===== src/rtl/ptdec_pkg.sv =====
// ptdec_pkg: shared widths, codes and word types for the point/trace decimator.
// No dependencies; compiled first.
package ptdec_pkg;

    localparam int COORD_WIDTH = 20;
    localparam int COUNT_WIDTH = 16;
    localparam int INDEX_WIDTH = 16;
    localparam int CMD_WIDTH   = 3;
    localparam int KIND_WIDTH  = 3;
    localparam int PLANE_WIDTH = 2;
    localparam int DIST_WIDTH  = 16;
    localparam int MIN_SQ_W    = 2 * DIST_WIDTH;
    localparam int SUM_W       = 2 * COORD_WIDTH + 4;
    localparam int CMP_W       = (SUM_W > MIN_SQ_W) ? SUM_W : MIN_SQ_W;

    localparam int APB_AW = 2;
    localparam int APB_DW = 32;
    localparam logic [APB_AW-1:0] REG_MIN_DIST = APB_AW'(0);
    localparam logic [DIST_WIDTH-1:0] MIN_DIST_RST = DIST_WIDTH'(100);

    localparam int NRES       = 3;
    localparam int NCNT_W     = $clog2(NRES + 1);
    localparam int OBUF_DEPTH = 4;
    localparam int PTR_W      = $clog2(OBUF_DEPTH);

    localparam logic [CMD_WIDTH-1:0] CMD_NONE     = 3'd0;
    localparam logic [CMD_WIDTH-1:0] CMD_PLANE_XY = 3'd1;
    localparam logic [CMD_WIDTH-1:0] CMD_PLANE_XZ = 3'd2;
    localparam logic [CMD_WIDTH-1:0] CMD_PLANE_YZ = 3'd3;
    localparam logic [CMD_WIDTH-1:0] CMD_RST_CNT  = 3'd4;
    localparam logic [CMD_WIDTH-1:0] CMD_SAMPLE   = 3'd5;
    localparam logic [CMD_WIDTH-1:0] CMD_TRACE    = 3'd6;

    localparam logic [PLANE_WIDTH-1:0] PLANE_XY = 2'd0;
    localparam logic [PLANE_WIDTH-1:0] PLANE_XZ = 2'd1;
    localparam logic [PLANE_WIDTH-1:0] PLANE_YZ = 2'd2;

    typedef enum logic [KIND_WIDTH-1:0] {
        KIND_PLANE       = 3'd0,
        KIND_CNT_RST     = 3'd1,
        KIND_POINT       = 3'd2,
        KIND_TRACE_START = 3'd3,
        KIND_TRACE_POINT = 3'd4,
        KIND_TRACE_STOP  = 3'd5
    } kind_t;

    typedef struct packed {
        logic [CMD_WIDTH-1:0]    cmd;
        logic                    sample_button;
        logic signed [COORD_WIDTH-1:0] tip_x;
        logic signed [COORD_WIDTH-1:0] tip_y;
        logic signed [COORD_WIDTH-1:0] tip_z;
    } in_t;

    typedef struct packed {
        kind_t                   kind;
        logic [INDEX_WIDTH-1:0]  index;
        logic signed [COORD_WIDTH-1:0] coord_a;
        logic signed [COORD_WIDTH-1:0] coord_b;
        logic signed [COORD_WIDTH-1:0] coord_c;
        logic [PLANE_WIDTH-1:0]  plane_now;
        logic                    tracing;
        logic                    last;
    } res_t;

    typedef struct packed {
        logic [NCNT_W-1:0]       n;
        res_t [NRES-1:0]         res;
    } res_set_t;

endpackage


===== src/rtl/ptdec_in_if.sv =====
// ptdec_in_if: input sample channel (valid/ready plus sample word).
// Depends on ptdec_pkg.
interface ptdec_in_if;
    import ptdec_pkg::*;

    logic                          valid;
    logic                          ready;
    logic [CMD_WIDTH-1:0]          cmd;
    logic                          sample_button;
    logic signed [COORD_WIDTH-1:0] tip_x;
    logic signed [COORD_WIDTH-1:0] tip_y;
    logic signed [COORD_WIDTH-1:0] tip_z;

    modport source (output valid, cmd, sample_button, tip_x, tip_y, tip_z, input ready);
    modport sink   (input valid, cmd, sample_button, tip_x, tip_y, tip_z, output ready);
endinterface


===== src/rtl/ptdec_out_if.sv =====
// ptdec_out_if: result channel (valid/ready plus result word).
// Depends on ptdec_pkg.
interface ptdec_out_if;
    import ptdec_pkg::*;

    logic                          valid;
    logic                          ready;
    logic [KIND_WIDTH-1:0]         kind;
    logic [INDEX_WIDTH-1:0]        index;
    logic signed [COORD_WIDTH-1:0] coord_a;
    logic signed [COORD_WIDTH-1:0] coord_b;
    logic signed [COORD_WIDTH-1:0] coord_c;
    logic [PLANE_WIDTH-1:0]        plane_now;
    logic                          tracing;
    logic                          last;

    modport source (output valid, kind, index, coord_a, coord_b, coord_c, plane_now,
                    tracing, last, input ready);
    modport sink   (input valid, kind, index, coord_a, coord_b, coord_c, plane_now,
                    tracing, last, output ready);
endinterface


===== src/rtl/point_sample_and_trace_decimator_core.sv =====
// Point sample and trace decimator: a sample word is registered, evaluated
// combinationally against the mode/counter state, and its zero to three result words
// enter a four-word output FIFO that drains one word per cycle while the output is
// not stalled. A sample with at most one result can be taken every cycle while the
// output is not stalled; a sample with k results occupies the output port for k words,
// so the output port (one word per cycle) sets the sustained rate. A sample waits in
// the input register until the FIFO has room; its results are then written to the FIFO.
// Depends on ptdec_pkg, ptdec_in_if, ptdec_out_if, ptdec_cfg, ptdec_eval, ptdec_obuf.
module point_sample_and_trace_decimator_core (
    input  logic                         clk,
    input  logic                         rst_n,
    ptdec_in_if.sink                     in_ch,
    ptdec_out_if.source                  out_ch,
    input  logic                         psel,
    input  logic                         penable,
    input  logic                         pwrite,
    input  logic [ptdec_pkg::APB_AW-1:0] paddr,
    input  logic [ptdec_pkg::APB_DW-1:0] pwdata,
    output logic [ptdec_pkg::APB_DW-1:0] prdata,
    output logic                         pready
);
    import ptdec_pkg::*;

    logic                in_v_reg;
    in_t                 in_item_reg;
    logic                commit;
    logic                room;
    logic [MIN_SQ_W-1:0] min_sq;
    res_set_t            set;

    assign commit      = in_v_reg && room;
    assign in_ch.ready = !in_v_reg || commit;

    always_ff @(posedge clk or negedge rst_n)
    begin
        if (!rst_n)
        begin
            in_v_reg <= 1'b0;
        end
        else if (in_ch.ready)
        begin
            in_v_reg <= in_ch.valid;
        end
    end

    always_ff @(posedge clk)
    begin
        if (in_ch.valid && in_ch.ready)
        begin
            in_item_reg.cmd           <= in_ch.cmd;
            in_item_reg.sample_button <= in_ch.sample_button;
            in_item_reg.tip_x         <= in_ch.tip_x;
            in_item_reg.tip_y         <= in_ch.tip_y;
            in_item_reg.tip_z         <= in_ch.tip_z;
        end
    end

    ptdec_cfg u_cfg (
        .clk     (clk),
        .rst_n   (rst_n),
        .psel    (psel),
        .penable (penable),
        .pwrite  (pwrite),
        .paddr   (paddr),
        .pwdata  (pwdata),
        .prdata  (prdata),
        .pready  (pready),
        .min_sq  (min_sq)
    );

    ptdec_eval u_eval (
        .clk     (clk),
        .rst_n   (rst_n),
        .commit  (commit),
        .item    (in_item_reg),
        .min_sq  (min_sq),
        .set_out (set)
    );

    ptdec_obuf u_obuf (
        .clk    (clk),
        .rst_n  (rst_n),
        .load   (commit),
        .set_in (set),
        .room   (room),
        .out_ch (out_ch)
    );

`ifndef SYNTH
    a_hold_pending: assert property (@(posedge clk) disable iff (!rst_n)
        in_v_reg && !commit |=> in_v_reg && $stable(in_item_reg))
        else $error("pending sample lost or changed");

    a_burst_contig: assert property (@(posedge clk) disable iff (!rst_n)
        out_ch.valid && out_ch.ready && !out_ch.last |=> out_ch.valid)
        else $error("result burst broken before last word");

    a_start_mode: assert property (@(posedge clk) disable iff (!rst_n)
        out_ch.valid && out_ch.kind == KIND_TRACE_START |-> out_ch.tracing)
        else $error("trace start word without trace mode");

    a_stop_mode: assert property (@(posedge clk) disable iff (!rst_n)
        out_ch.valid && out_ch.kind == KIND_TRACE_STOP |-> !out_ch.tracing && out_ch.last)
        else $error("trace stop word with trace mode or not last");
`endif
endmodule


===== src/rtl/ptdec_cfg.sv =====
// ptdec_cfg: APB register for the minimum trace distance, keeps its square.
// Depends on ptdec_pkg.
module ptdec_cfg (
    input  logic                         clk,
    input  logic                         rst_n,
    input  logic                         psel,
    input  logic                         penable,
    input  logic                         pwrite,
    input  logic [ptdec_pkg::APB_AW-1:0] paddr,
    input  logic [ptdec_pkg::APB_DW-1:0] pwdata,
    output logic [ptdec_pkg::APB_DW-1:0] prdata,
    output logic                         pready,
    output logic [ptdec_pkg::MIN_SQ_W-1:0] min_sq
);
    import ptdec_pkg::*;

    logic [DIST_WIDTH-1:0] min_dist_reg;
    logic [MIN_SQ_W-1:0]   min_sq_reg;
    logic [DIST_WIDTH-1:0] wdist;
    logic                  wr_en;

    assign pready = 1'b1;
    assign wdist  = pwdata[DIST_WIDTH-1:0];
    assign wr_en  = psel && penable && pwrite && (paddr == REG_MIN_DIST);

    always_ff @(posedge clk or negedge rst_n)
    begin
        if (!rst_n)
        begin
            min_dist_reg <= MIN_DIST_RST;
            min_sq_reg   <= MIN_SQ_W'(MIN_DIST_RST) * MIN_SQ_W'(MIN_DIST_RST);
        end
        else if (wr_en)
        begin
            min_dist_reg <= wdist;
            min_sq_reg   <= MIN_SQ_W'(wdist) * MIN_SQ_W'(wdist);
        end
    end

    always_comb
    begin
        unique case (paddr)
            REG_MIN_DIST: prdata = APB_DW'(min_dist_reg);
            default:      prdata = '0;
        endcase
    end

    assign min_sq = min_sq_reg;
endmodule


===== src/rtl/ptdec_eval.sv =====
// ptdec_eval: mode/counter/last-trace state and the per-sample decision logic.
// Depends on ptdec_pkg; produces up to NRES result words per committed sample.
module ptdec_eval (
    input  logic                           clk,
    input  logic                           rst_n,
    input  logic                           commit,
    input  ptdec_pkg::in_t                 item,
    input  logic [ptdec_pkg::MIN_SQ_W-1:0] min_sq,
    output ptdec_pkg::res_set_t            set_out
);
    import ptdec_pkg::*;

    logic                          mode_reg, mode_next;
    logic [COUNT_WIDTH-1:0]        pc_reg, pc_next;
    logic [COUNT_WIDTH-1:0]        tc_reg, tc_next;
    logic signed [COORD_WIDTH-1:0] lx_reg, lx_next;
    logic signed [COORD_WIDTH-1:0] ly_reg, ly_next;
    logic signed [COORD_WIDTH-1:0] lz_reg, lz_next;
    logic [PLANE_WIDTH-1:0]        plane_reg, plane_next;

    logic signed [COORD_WIDTH:0] dx, dy, dz;
    logic [COORD_WIDTH:0]        mx, my, mz;
    logic [2*COORD_WIDTH+1:0]    sx, sy, sz;
    logic [CMP_W-1:0]            sum;
    logic                        far;

    function automatic res_t mk_res(kind_t k, logic [COUNT_WIDTH-1:0] idx,
                                    logic signed [COORD_WIDTH-1:0] a,
                                    logic signed [COORD_WIDTH-1:0] b,
                                    logic signed [COORD_WIDTH-1:0] c);
        res_t r;
        r         = '0;
        r.kind    = k;
        r.index   = INDEX_WIDTH'(idx);
        r.coord_a = a;
        r.coord_b = b;
        r.coord_c = c;
        return r;
    endfunction

    always_comb
    begin
        dx  = {item.tip_x[COORD_WIDTH-1], item.tip_x} - {lx_reg[COORD_WIDTH-1], lx_reg};
        dy  = {item.tip_y[COORD_WIDTH-1], item.tip_y} - {ly_reg[COORD_WIDTH-1], ly_reg};
        dz  = {item.tip_z[COORD_WIDTH-1], item.tip_z} - {lz_reg[COORD_WIDTH-1], lz_reg};
        mx  = dx[COORD_WIDTH] ? (COORD_WIDTH+1)'(-dx) : (COORD_WIDTH+1)'(dx);
        my  = dy[COORD_WIDTH] ? (COORD_WIDTH+1)'(-dy) : (COORD_WIDTH+1)'(dy);
        mz  = dz[COORD_WIDTH] ? (COORD_WIDTH+1)'(-dz) : (COORD_WIDTH+1)'(dz);
        sx  = mx * mx;
        sy  = my * my;
        sz  = mz * mz;
        sum = CMP_W'(sx) + CMP_W'(sy) + CMP_W'(sz);
        far = (sum >= CMP_W'(min_sq));
    end

    always_comb
    begin
        logic [NCNT_W-1:0]             n;
        logic signed [COORD_WIDTH-1:0] pa, pb;
        logic                          btn;

        n          = '0;
        set_out    = '0;
        btn        = item.sample_button;
        mode_next  = mode_reg;
        pc_next    = pc_reg;
        tc_next    = tc_reg;
        lx_next    = lx_reg;
        ly_next    = ly_reg;
        lz_next    = lz_reg;
        plane_next = plane_reg;

        if (item.cmd == CMD_PLANE_XY || item.cmd == CMD_PLANE_XZ ||
            item.cmd == CMD_PLANE_YZ)
        begin
            plane_next     = PLANE_WIDTH'(item.cmd - CMD_PLANE_XY);
            set_out.res[n] = mk_res(KIND_PLANE, '0, '0, '0, '0);
            n              = n + NCNT_W'(1);
        end
        if (item.cmd == CMD_RST_CNT)
        begin
            pc_next        = '0;
            tc_next        = '0;
            set_out.res[n] = mk_res(KIND_CNT_RST, '0, '0, '0, '0);
            n              = n + NCNT_W'(1);
        end

        priority case (plane_next)
            PLANE_XY: begin pa = item.tip_x; pb = item.tip_y; end
            PLANE_YZ: begin pa = item.tip_y; pb = item.tip_z; end
            default:  begin pa = item.tip_x; pb = item.tip_z; end
        endcase

        if (!mode_reg)
        begin
            if (btn || item.cmd == CMD_SAMPLE)
            begin
                set_out.res[n] = mk_res(KIND_POINT, pc_next, item.tip_x, item.tip_y,
                                        item.tip_z);
                n              = n + NCNT_W'(1);
                pc_next        = pc_next + COUNT_WIDTH'(1);
            end
            if (item.cmd == CMD_TRACE)
            begin
                mode_next      = 1'b1;
                tc_next        = '0;
                lx_next        = item.tip_x;
                ly_next        = item.tip_y;
                lz_next        = item.tip_z;
                set_out.res[n] = mk_res(KIND_TRACE_START, '0, '0, '0, '0);
                n              = n + NCNT_W'(1);
            end
        end
        else
        begin
            if (far)
            begin
                set_out.res[n] = mk_res(KIND_TRACE_POINT, tc_next, pa, pb, '0);
                n              = n + NCNT_W'(1);
                tc_next        = tc_next + COUNT_WIDTH'(1);
                lx_next        = item.tip_x;
                ly_next        = item.tip_y;
                lz_next        = item.tip_z;
            end
            if (item.cmd == CMD_TRACE || btn)
            begin
                mode_next      = 1'b0;
                set_out.res[n] = mk_res(KIND_TRACE_STOP, '0, '0, '0, '0);
                n              = n + NCNT_W'(1);
            end
        end

        for (int i = 0; i < NRES; i++)
        begin
            set_out.res[i].plane_now = plane_next;
            set_out.res[i].tracing   = mode_next;
            set_out.res[i].last      = (NCNT_W'(i) == n - NCNT_W'(1));
        end
        set_out.n = n;
    end

    always_ff @(posedge clk or negedge rst_n)
    begin
        if (!rst_n)
        begin
            mode_reg  <= 1'b0;
            pc_reg    <= '0;
            tc_reg    <= '0;
            lx_reg    <= '0;
            ly_reg    <= '0;
            lz_reg    <= '0;
            plane_reg <= PLANE_XZ;
        end
        else if (commit)
        begin
            mode_reg  <= mode_next;
            pc_reg    <= pc_next;
            tc_reg    <= tc_next;
            lx_reg    <= lx_next;
            ly_reg    <= ly_next;
            lz_reg    <= lz_next;
            plane_reg <= plane_next;
        end
    end
endmodule


===== src/rtl/ptdec_obuf.sv =====
// ptdec_obuf: small result FIFO, loads up to NRES words at once, drains one per cycle while out_ch.ready is high.
// Depends on ptdec_pkg and ptdec_out_if.
module ptdec_obuf (
    input  logic                clk,
    input  logic                rst_n,
    input  logic                load,
    input  ptdec_pkg::res_set_t set_in,
    output logic                room,
    ptdec_out_if.source         out_ch
);
    import ptdec_pkg::*;

    res_t               fifo_reg [OBUF_DEPTH];
    logic [PTR_W-1:0]   wr_reg, rd_reg;
    logic [PTR_W:0]     cnt_reg, cnt_next;
    logic [PTR_W:0]     add_n;
    logic               fire;
    res_t               head;

    assign room  = (cnt_reg <= (PTR_W+1)'(OBUF_DEPTH - NRES));
    assign fire  = out_ch.valid && out_ch.ready;
    assign add_n = load ? (PTR_W+1)'(set_in.n) : '0;
    assign cnt_next = cnt_reg + add_n - (PTR_W+1)'(fire);

    always_ff @(posedge clk or negedge rst_n)
    begin
        if (!rst_n)
        begin
            wr_reg  <= '0;
            rd_reg  <= '0;
            cnt_reg <= '0;
        end
        else
        begin
            wr_reg  <= wr_reg + PTR_W'(add_n);
            rd_reg  <= rd_reg + PTR_W'(fire);
            cnt_reg <= cnt_next;
        end
    end

    always_ff @(posedge clk)
    begin
        for (int i = 0; i < NRES; i++)
        begin
            if (load && (NCNT_W'(i) < set_in.n))
            begin
                fifo_reg[wr_reg + PTR_W'(i)] <= set_in.res[i];
            end
        end
    end

    assign head              = fifo_reg[rd_reg];
    assign out_ch.valid      = (cnt_reg != '0);
    assign out_ch.kind       = head.kind;
    assign out_ch.index      = head.index;
    assign out_ch.coord_a    = head.coord_a;
    assign out_ch.coord_b    = head.coord_b;
    assign out_ch.coord_c    = head.coord_c;
    assign out_ch.plane_now  = head.plane_now;
    assign out_ch.tracing    = head.tracing;
    assign out_ch.last       = head.last;
endmodule

===== src/flat_wrapper.sv =====
// flat-port wrapper written by rule: the top's interface ports become plain ports
module point_sample_and_trace_decimator_core_flat import ptdec_pkg::*;
  (clk, rst_n, psel, penable, pwrite, paddr, pwdata, prdata, pready, in_ch_valid, in_ch_cmd, in_ch_sample_button, in_ch_tip_x, in_ch_tip_y, in_ch_tip_z, in_ch_ready, out_ch_valid, out_ch_kind, out_ch_index, out_ch_coord_a, out_ch_coord_b, out_ch_coord_c, out_ch_plane_now, out_ch_tracing, out_ch_last, out_ch_ready);
  ptdec_in_if in_ch_i ();
  ptdec_out_if out_ch_i ();
  input  logic clk;
  input  logic rst_n;
  input  logic psel;
  input  logic penable;
  input  logic pwrite;
  input  logic [ptdec_pkg::APB_AW-1:0] paddr;
  input  logic [ptdec_pkg::APB_DW-1:0] pwdata;
  output logic [ptdec_pkg::APB_DW-1:0] prdata;
  output logic pready;
  input wire logic [$bits(in_ch_i.valid)-1:0] in_ch_valid;
  input wire logic [$bits(in_ch_i.cmd)-1:0] in_ch_cmd;
  input wire logic [$bits(in_ch_i.sample_button)-1:0] in_ch_sample_button;
  input wire logic [$bits(in_ch_i.tip_x)-1:0] in_ch_tip_x;
  input wire logic [$bits(in_ch_i.tip_y)-1:0] in_ch_tip_y;
  input wire logic [$bits(in_ch_i.tip_z)-1:0] in_ch_tip_z;
  output wire logic [$bits(in_ch_i.ready)-1:0] in_ch_ready;
  output wire logic [$bits(out_ch_i.valid)-1:0] out_ch_valid;
  output wire logic [$bits(out_ch_i.kind)-1:0] out_ch_kind;
  output wire logic [$bits(out_ch_i.index)-1:0] out_ch_index;
  output wire logic [$bits(out_ch_i.coord_a)-1:0] out_ch_coord_a;
  output wire logic [$bits(out_ch_i.coord_b)-1:0] out_ch_coord_b;
  output wire logic [$bits(out_ch_i.coord_c)-1:0] out_ch_coord_c;
  output wire logic [$bits(out_ch_i.plane_now)-1:0] out_ch_plane_now;
  output wire logic [$bits(out_ch_i.tracing)-1:0] out_ch_tracing;
  output wire logic [$bits(out_ch_i.last)-1:0] out_ch_last;
  input wire logic [$bits(out_ch_i.ready)-1:0] out_ch_ready;
  assign in_ch_i.valid = in_ch_valid;
  assign in_ch_i.cmd = in_ch_cmd;
  assign in_ch_i.sample_button = in_ch_sample_button;
  assign in_ch_i.tip_x = in_ch_tip_x;
  assign in_ch_i.tip_y = in_ch_tip_y;
  assign in_ch_i.tip_z = in_ch_tip_z;
  assign in_ch_ready = in_ch_i.ready;
  assign out_ch_valid = out_ch_i.valid;
  assign out_ch_kind = out_ch_i.kind;
  assign out_ch_index = out_ch_i.index;
  assign out_ch_coord_a = out_ch_i.coord_a;
  assign out_ch_coord_b = out_ch_i.coord_b;
  assign out_ch_coord_c = out_ch_i.coord_c;
  assign out_ch_plane_now = out_ch_i.plane_now;
  assign out_ch_tracing = out_ch_i.tracing;
  assign out_ch_last = out_ch_i.last;
  assign out_ch_i.ready = out_ch_ready;
  point_sample_and_trace_decimator_core u_core (.clk(clk), .rst_n(rst_n), .in_ch(in_ch_i), .out_ch(out_ch_i), .psel(psel), .penable(penable), .pwrite(pwrite), .paddr(paddr), .pwdata(pwdata), .prdata(prdata), .pready(pready));
endmodule

===== config.mk =====
export PLATFORM = sky130hd
export DESIGN_NAME = point_sample_and_trace_decimator_core_flat
export DESIGN_NICKNAME = d
export VERILOG_FILES = /design/src/rtl/ptdec_pkg.sv /design/src/rtl/ptdec_in_if.sv /design/src/rtl/ptdec_out_if.sv /design/src/rtl/point_sample_and_trace_decimator_core.sv /design/src/rtl/ptdec_cfg.sv /design/src/rtl/ptdec_eval.sv /design/src/rtl/ptdec_obuf.sv /design/src/flat_wrapper.sv
export SDC_FILE = /design/constraint.sdc
export NUM_CORES = 2
export LEC_CHECK = 0
export BUFFER_PORTS_ARGS = -buffer_cell sky130_fd_sc_hd__buf_2
export CAP_MARGIN = 20
export CORE_ASPECT_RATIO = 0.9
export CORE_MARGIN = 8
export CORE_UTILIZATION = 35
export DETAILED_ROUTE_END_ITERATION = 12
export PLACE_DENSITY = 0.58
export SYNTH_ARGS = -nofsm -noshare
export SYNTH_HDL_FRONTEND = slang
export SYNTH_SLANG_ARGS = --single-unit

===== constraint.sdc =====
create_clock -name clk -period 24.1 [get_ports clk]
set_input_delay 1.205 -clock clk [delete_from_list [all_inputs] [get_ports clk]]
set_output_delay 1.205 -clock clk [all_outputs]
set_load 0.005 [all_outputs]

# Word level (Yosys, flattened, before mapping)
# Memory sizes are Yosys's and may differ from the RTL's.
# Cells that the tools add are included.
# W data, S select, Z words.
[totals]
reg_bits = 215
latch_bits = 0
ramBits = 332
rom_bits = 0
word_cells = 159
n_memories = 1
[memory_table]
columns = ["name", "depth", "word_bits", "read_ports", "rd_ports_with_merged_regs", "wr", "line", "rtl"]
rows = [
  ["u_core.u_obuf.fifo_reg", 4, 83, 1, 0, 3, "ptdec_obuf.sv:13", "res_t fifo_reg [OBUF_DEPTH];"],
]
[op_classes]
add_sub_neg = 22
n_mul = 4
div = 0
magnitude_cmp = 13
n_eq_ne = 10
n_shift = 0
n_mux = 60
bitwise_logic = 6
reduce_logical = 25
[ops]
columns = ["operator", "count"]
rows = [
  ["$mux W249", 7],
  ["$demux W83 S2", 4],
  ["$bwmux W249", 2],
  ["$and A243 B243 Y243", 2],
  ["$not A243 Y243", 2],
  ["$mux W83", 4],
  ["$mux W247", 1],
  ["$mux W20", 11],
  ["$mux W16", 8],
  ["$mul A21 B21 Y42", 3],
  ["$mux W21", 3],
  ["$neg A21 Y21", 3],
  ["$sub A20 B20 Y21", 3],
  ["$add A43 B42 Y44", 1],
  ["$ge A44 B32 Y1", 1],
  ["$add A42 B42 Y43", 1],
  ["$add A16 B1 Y16 const B", 2],
  ["$mul A16 B16 Y32", 1],
  ["$mux W2", 10],
  ["$logic_and A1 B1 Y1", 13],
  ["$lt A2 B3 Y1 const B", 4],
  ["$or A6 B6 Y6", 2],
  ["$add A2 B1 Y2 const B", 5],
  ["$mux W1", 10],
  ["23 further kinds", 37],
]

# Longest topological paths before layout
[depth]
depth_word = 17
ltp_mapped = 71
ltp_nobuf = 67

# Modules after synthesis
# Synthesis repeated with hierarchy kept, for this count alone.
[unflattened]
cells_unflattened = 8171
hier_area_um2 = 83533.9
[by_module_without_submodules]
columns = ["module", "n_inst", "cells_each", "area_per_inst_um2", "seq_area_each_um2"]
rows = [
  ["ptdec_eval", 1, 5815, 51351.8, 2378.5],
  ["ptdec_obuf", 1, 1225, 20756.2, 10144.7],
  ["ptdec_cfg", 1, 1062, 9444.1, 1161.1],
  ["point_sample_and_trace_decimator_core", 1, 69, 1981.9, 1946.9],
]

# Least setup slack after synthesis
# OpenSTA, ideal clock, no wires.
[synth_timing]
kind = "register to register"
from = "register u_core.in_item_reg[0] in the netlist's numbering"
to = "memory u_core.u_obuf.fifo_reg[3][0] in the netlist's numbering, enable pin"
setup_time_ns = 0.450
arrival_time_ns = 16.660
required_ns = 23.650
path_slack_ns = 6.990
path_stages_with_launch = 69
path_buffers = 4
cell_sequence = "edfxtp_1 -> inv_1 -> ha_1 -> inv_1 -> fa_1 -> a21o_1 -> a21oi_1 -> o21bai_1 -> a21oi_1 -> o21bai_1 -> a221o_1 -> o311ai_1 -> a31oi_1 -> o22ai_1 -> clkbuf_1 -> o31ai_1 -> xor2_1 -> clkinv_1 -> (+33 left out) -> o211ai_1 -> nor4_1 -> nand4b_1 -> a21oi_1 -> nand4_1 -> nor3_4 -> buf_4 -> buf_4 -> buf_2 -> fa_1 -> inv_1 -> ha_1 -> nor2_1 -> a21oi_1 -> nor2_1 -> nor2_1 -> nor2_1 -> a22o_1"
[synth_lines]
columns = ["item", "line", "rtl"]
rows = [
  ["start, declared", "point_sample_and_trace_decimator_core.sv:25", "in_t in_item_reg;"],
  ["end, declared", "ptdec_obuf.sv:13", ""],
]

==> impl_metrics.yaml <==
routing:
  antenna_left: 0
  firstDrtPassIters: 6
  post_drt_wl_per_cell_um: 20.90
  drc: 0
  routed_via_density: 5.099
  drt-total-wl_mm: 229.7
  dr.first_iter.drc_count: 4137
  num_vias: 56028
place:
  numPortBuffers: 189
  gp_congestion: 0.9130
  dp_hpwl_mm: 182.1
critical_path:
  r2r_slack_ns: 3.80
  cp_data_arrival_time_ns: 20.58
  crit_slowest_cell: "nor4_1"
  crit_top_cell: "fa_1"
  crit_required_ns: 24.38
  path_buf_inv: 12
  critPathTopFamily: "adder cells"
  critPathLaunchType: "flip-flop"
  critPathKind: "reg2reg"
  worst_setup_path_end_kind: "flip-flop"
  cpPeakStageDelay_ns: 0.96
  critPathMaxFanout: 48
cts:
  cts_setup_buffers: 0
  holdBufCountCts: 0
  worstSkewPairLatency_ns: 0.66
  ctsResizeCount: 0
  cts_root_buf: "clkbuf_16"
  clk_path_buf_depth: 3
  numCtsBuffers: 67
  htreeDepth: 3
  cts_tree: "yes"
  clock_sinks: 545
  path_clk_slew_ns: 0.06
logic_synthesis:
  synth_edf_count: 396
  synth_compound_area_share_pct: 7.194
  syn_avg_cell_area_sq_um: 10.09
  ys_async_sr_fraction_pct: 27.34
  synth.mux.area_fraction_pct: 8.908
  synthSimpleGateAreaFrac_pct: 9.867
  synth_cells: 7806
  yosys_warnings: 0
  synth_area_leaders: "fa_1 (33%), edfxtp_1 (15%), ha_1 (9.3%), inv_1 (8.2%), dfrtp_1 (4.4%)"
  ys_seq_area_share_pct: 19.84
  synthAdderAreaFrac_pct: 41.84
  yosysTopAreaCellShare_pct: 32.55
  ys_ff_latch: 545
  yosysTopAreaCell: "fa_1"
  synth_ff_type: "edfxtp_1"
  synth-xor-area-share_pct: 2.168
  ys_types: 106
  synth_area_sq_mm: 0.07878
  synth_top_family_by_area: "adder cells"
grt:
  antenna_found_initial: 14
  grt_usage_pct: 19.11
  grt_pass1_vias: 59949
  grt_pass1_wl_mm: 359.5
  overflow: 0
  grt_start_max_net_pins: 94
timing:
  finClkSkew_ns: 0.02964
  setup_viol: 0
  slew_violations: 0
  period_needed_ns: 20.30
  clock.fmax_mhz: 49.25
  hold_viol: 0
  slew_headroom_pct: 20.39
  worstMarginPinSlew_ns: 1.194
  tns_ns: 0
  finalCritPeriodShare_pct: 84.25
  rsz0062_at_grt: "no"
min_path:
  hold_class: "in2async"
cells_and_area:
  fin_nets: 9897
  largest_reg_flops: 332
  final_common_cell: "inv_1"
  mostFrequentLayoutCells: "inv_1 (1717), fa_1 (1281), nand2_1 (643)"
  area_growth_pct: 8.822
  drive_gt1_share_pct: 10.12
floorplan:
  die_y_um: 466.1
  fp.dieArea_sq_mm: 0.2406
  core_region_area_sq_mm: 0.2242
  start_util_pct: 35.14
  rows: 165
  chipWidth_um: 516.1
  ioPinCount: 223
outcome:
  status: "finished clean"
run:
  drv_cap: 0
-- metal layers --
| metal | GRT usage (%) | part of all wire [%] | vias to the layer above |
|---|---|---|---|
| li1 | - | - | 25093 |
| met1 | 27.33 | 45 | 28526 |
| met2 | 29.75 | 44 | 2001 |
| met3 | 3.001 | 7.0 | 400 |
| met4 | 6.089 | 3.3 | 8 |
| met5 | 0 | 0.025 | - |
-- kinds of logic after synthesis --
| family | Yosys count |
|---|---|
| mux | 566 |
| simple gates | 1694 |
| other cells | 2 |
| xor+xnor | 192 |
| compound gates | 874 |
| fa+ha+maj | 1866 |
| buf+inv | 2067 |
| flops | 545 |
-- path summary, 6_finish.rpt --
| path | end | cells after the start | start |
|---|---|---|---|
| max reg2reg | u_core.u_obuf.fifo_reg[3][21]$_DFFE_PP_ | 61 | u_core.in_item_reg[0]$_DFFE_PP_ |
| max | u_core.u_obuf.fifo_reg[3][21]$_DFFE_PP_ | 61 | u_core.in_item_reg[0]$_DFFE_PP_ |
| max in group asynchronous | u_core.u_eval.lz_reg[18]$_DFFE_PN0P_ | 3 | rst_n |
| min reg2reg | u_core.u_cfg.min_sq[16]$_DFFE_PN0P_ | 2 | u_core.u_cfg.min_sq[16]$_DFFE_PN0P_ |
| min in group clk | u_core.u_cfg.min_sq[16]$_DFFE_PN0P_ | 2 | u_core.u_cfg.min_sq[16]$_DFFE_PN0P_ |
| min | u_core.u_cfg.min_sq[3]$_DFFE_PN0P_ | 1 | rst_n |
-- synth_stat cells (9+ instances only) --
library cell,n
a211oi_1,22
a21o_1,64
a21oi_1,259
a22oi_1,121
a31oi_1,33
and2_1,99
and3_1,28
buf_1,22
buf_2,68
buf_4,27
buf_6,9
clkbuf_1,206
clkinv_1,11
dfrtp_1,140
dfstp_2,9
edfxtp_1,396
fa_1,1281
ha_1,585
inv_1,1717
mux2_1,40
mux2_2,197
mux2i_1,244
mux4_2,83
nand2_1,644
nand2b_1,52
nand3_1,65
nand4_1,32
nor2_1,523
nor2b_1,25
nor3_1,59
nor3b_1,74
nor3b_2,10
nor4_1,13
o211ai_1,18
o21a_1,20
o21ai_0,153
o21ai_1,16
o21bai_1,13
o22ai_1,12
o31a_1,14
o31ai_1,33
or2_2,18
or3_1,14
xnor2_1,119
xor2_1,71
-- cell type report --
class	count	area, sq um
multi-input combinational	5256	55610
antenna	1	2.502
inverter	1734	6509
tap	3006	3761
clock inverter	38	467.9
fill	22251	138500
timing repair buffer	322	1969
sequential	545	15640
clock buffer	86	1779
-- through the flow --
step	hold WS, ns	utilization, %	cell area, sq um	cells	setup slack, ns
finish	0.4585	38.24	85730	10988	3.796
global route	0.4510	38.24	85730	10988	3.006
CTS	0.4155	38.23	85700	10985	4.027
detailed placement	0.4663	37.22	83460	10861	4.150
global placement	0.4579	37.22	83440	10860	4.427
floorplan	0.4418	-	79020	7868	6.990
Power is left out: the tool's default activity adds up to more than one toggle a clock period on the data nets, which glitch-free logic cannot reach.
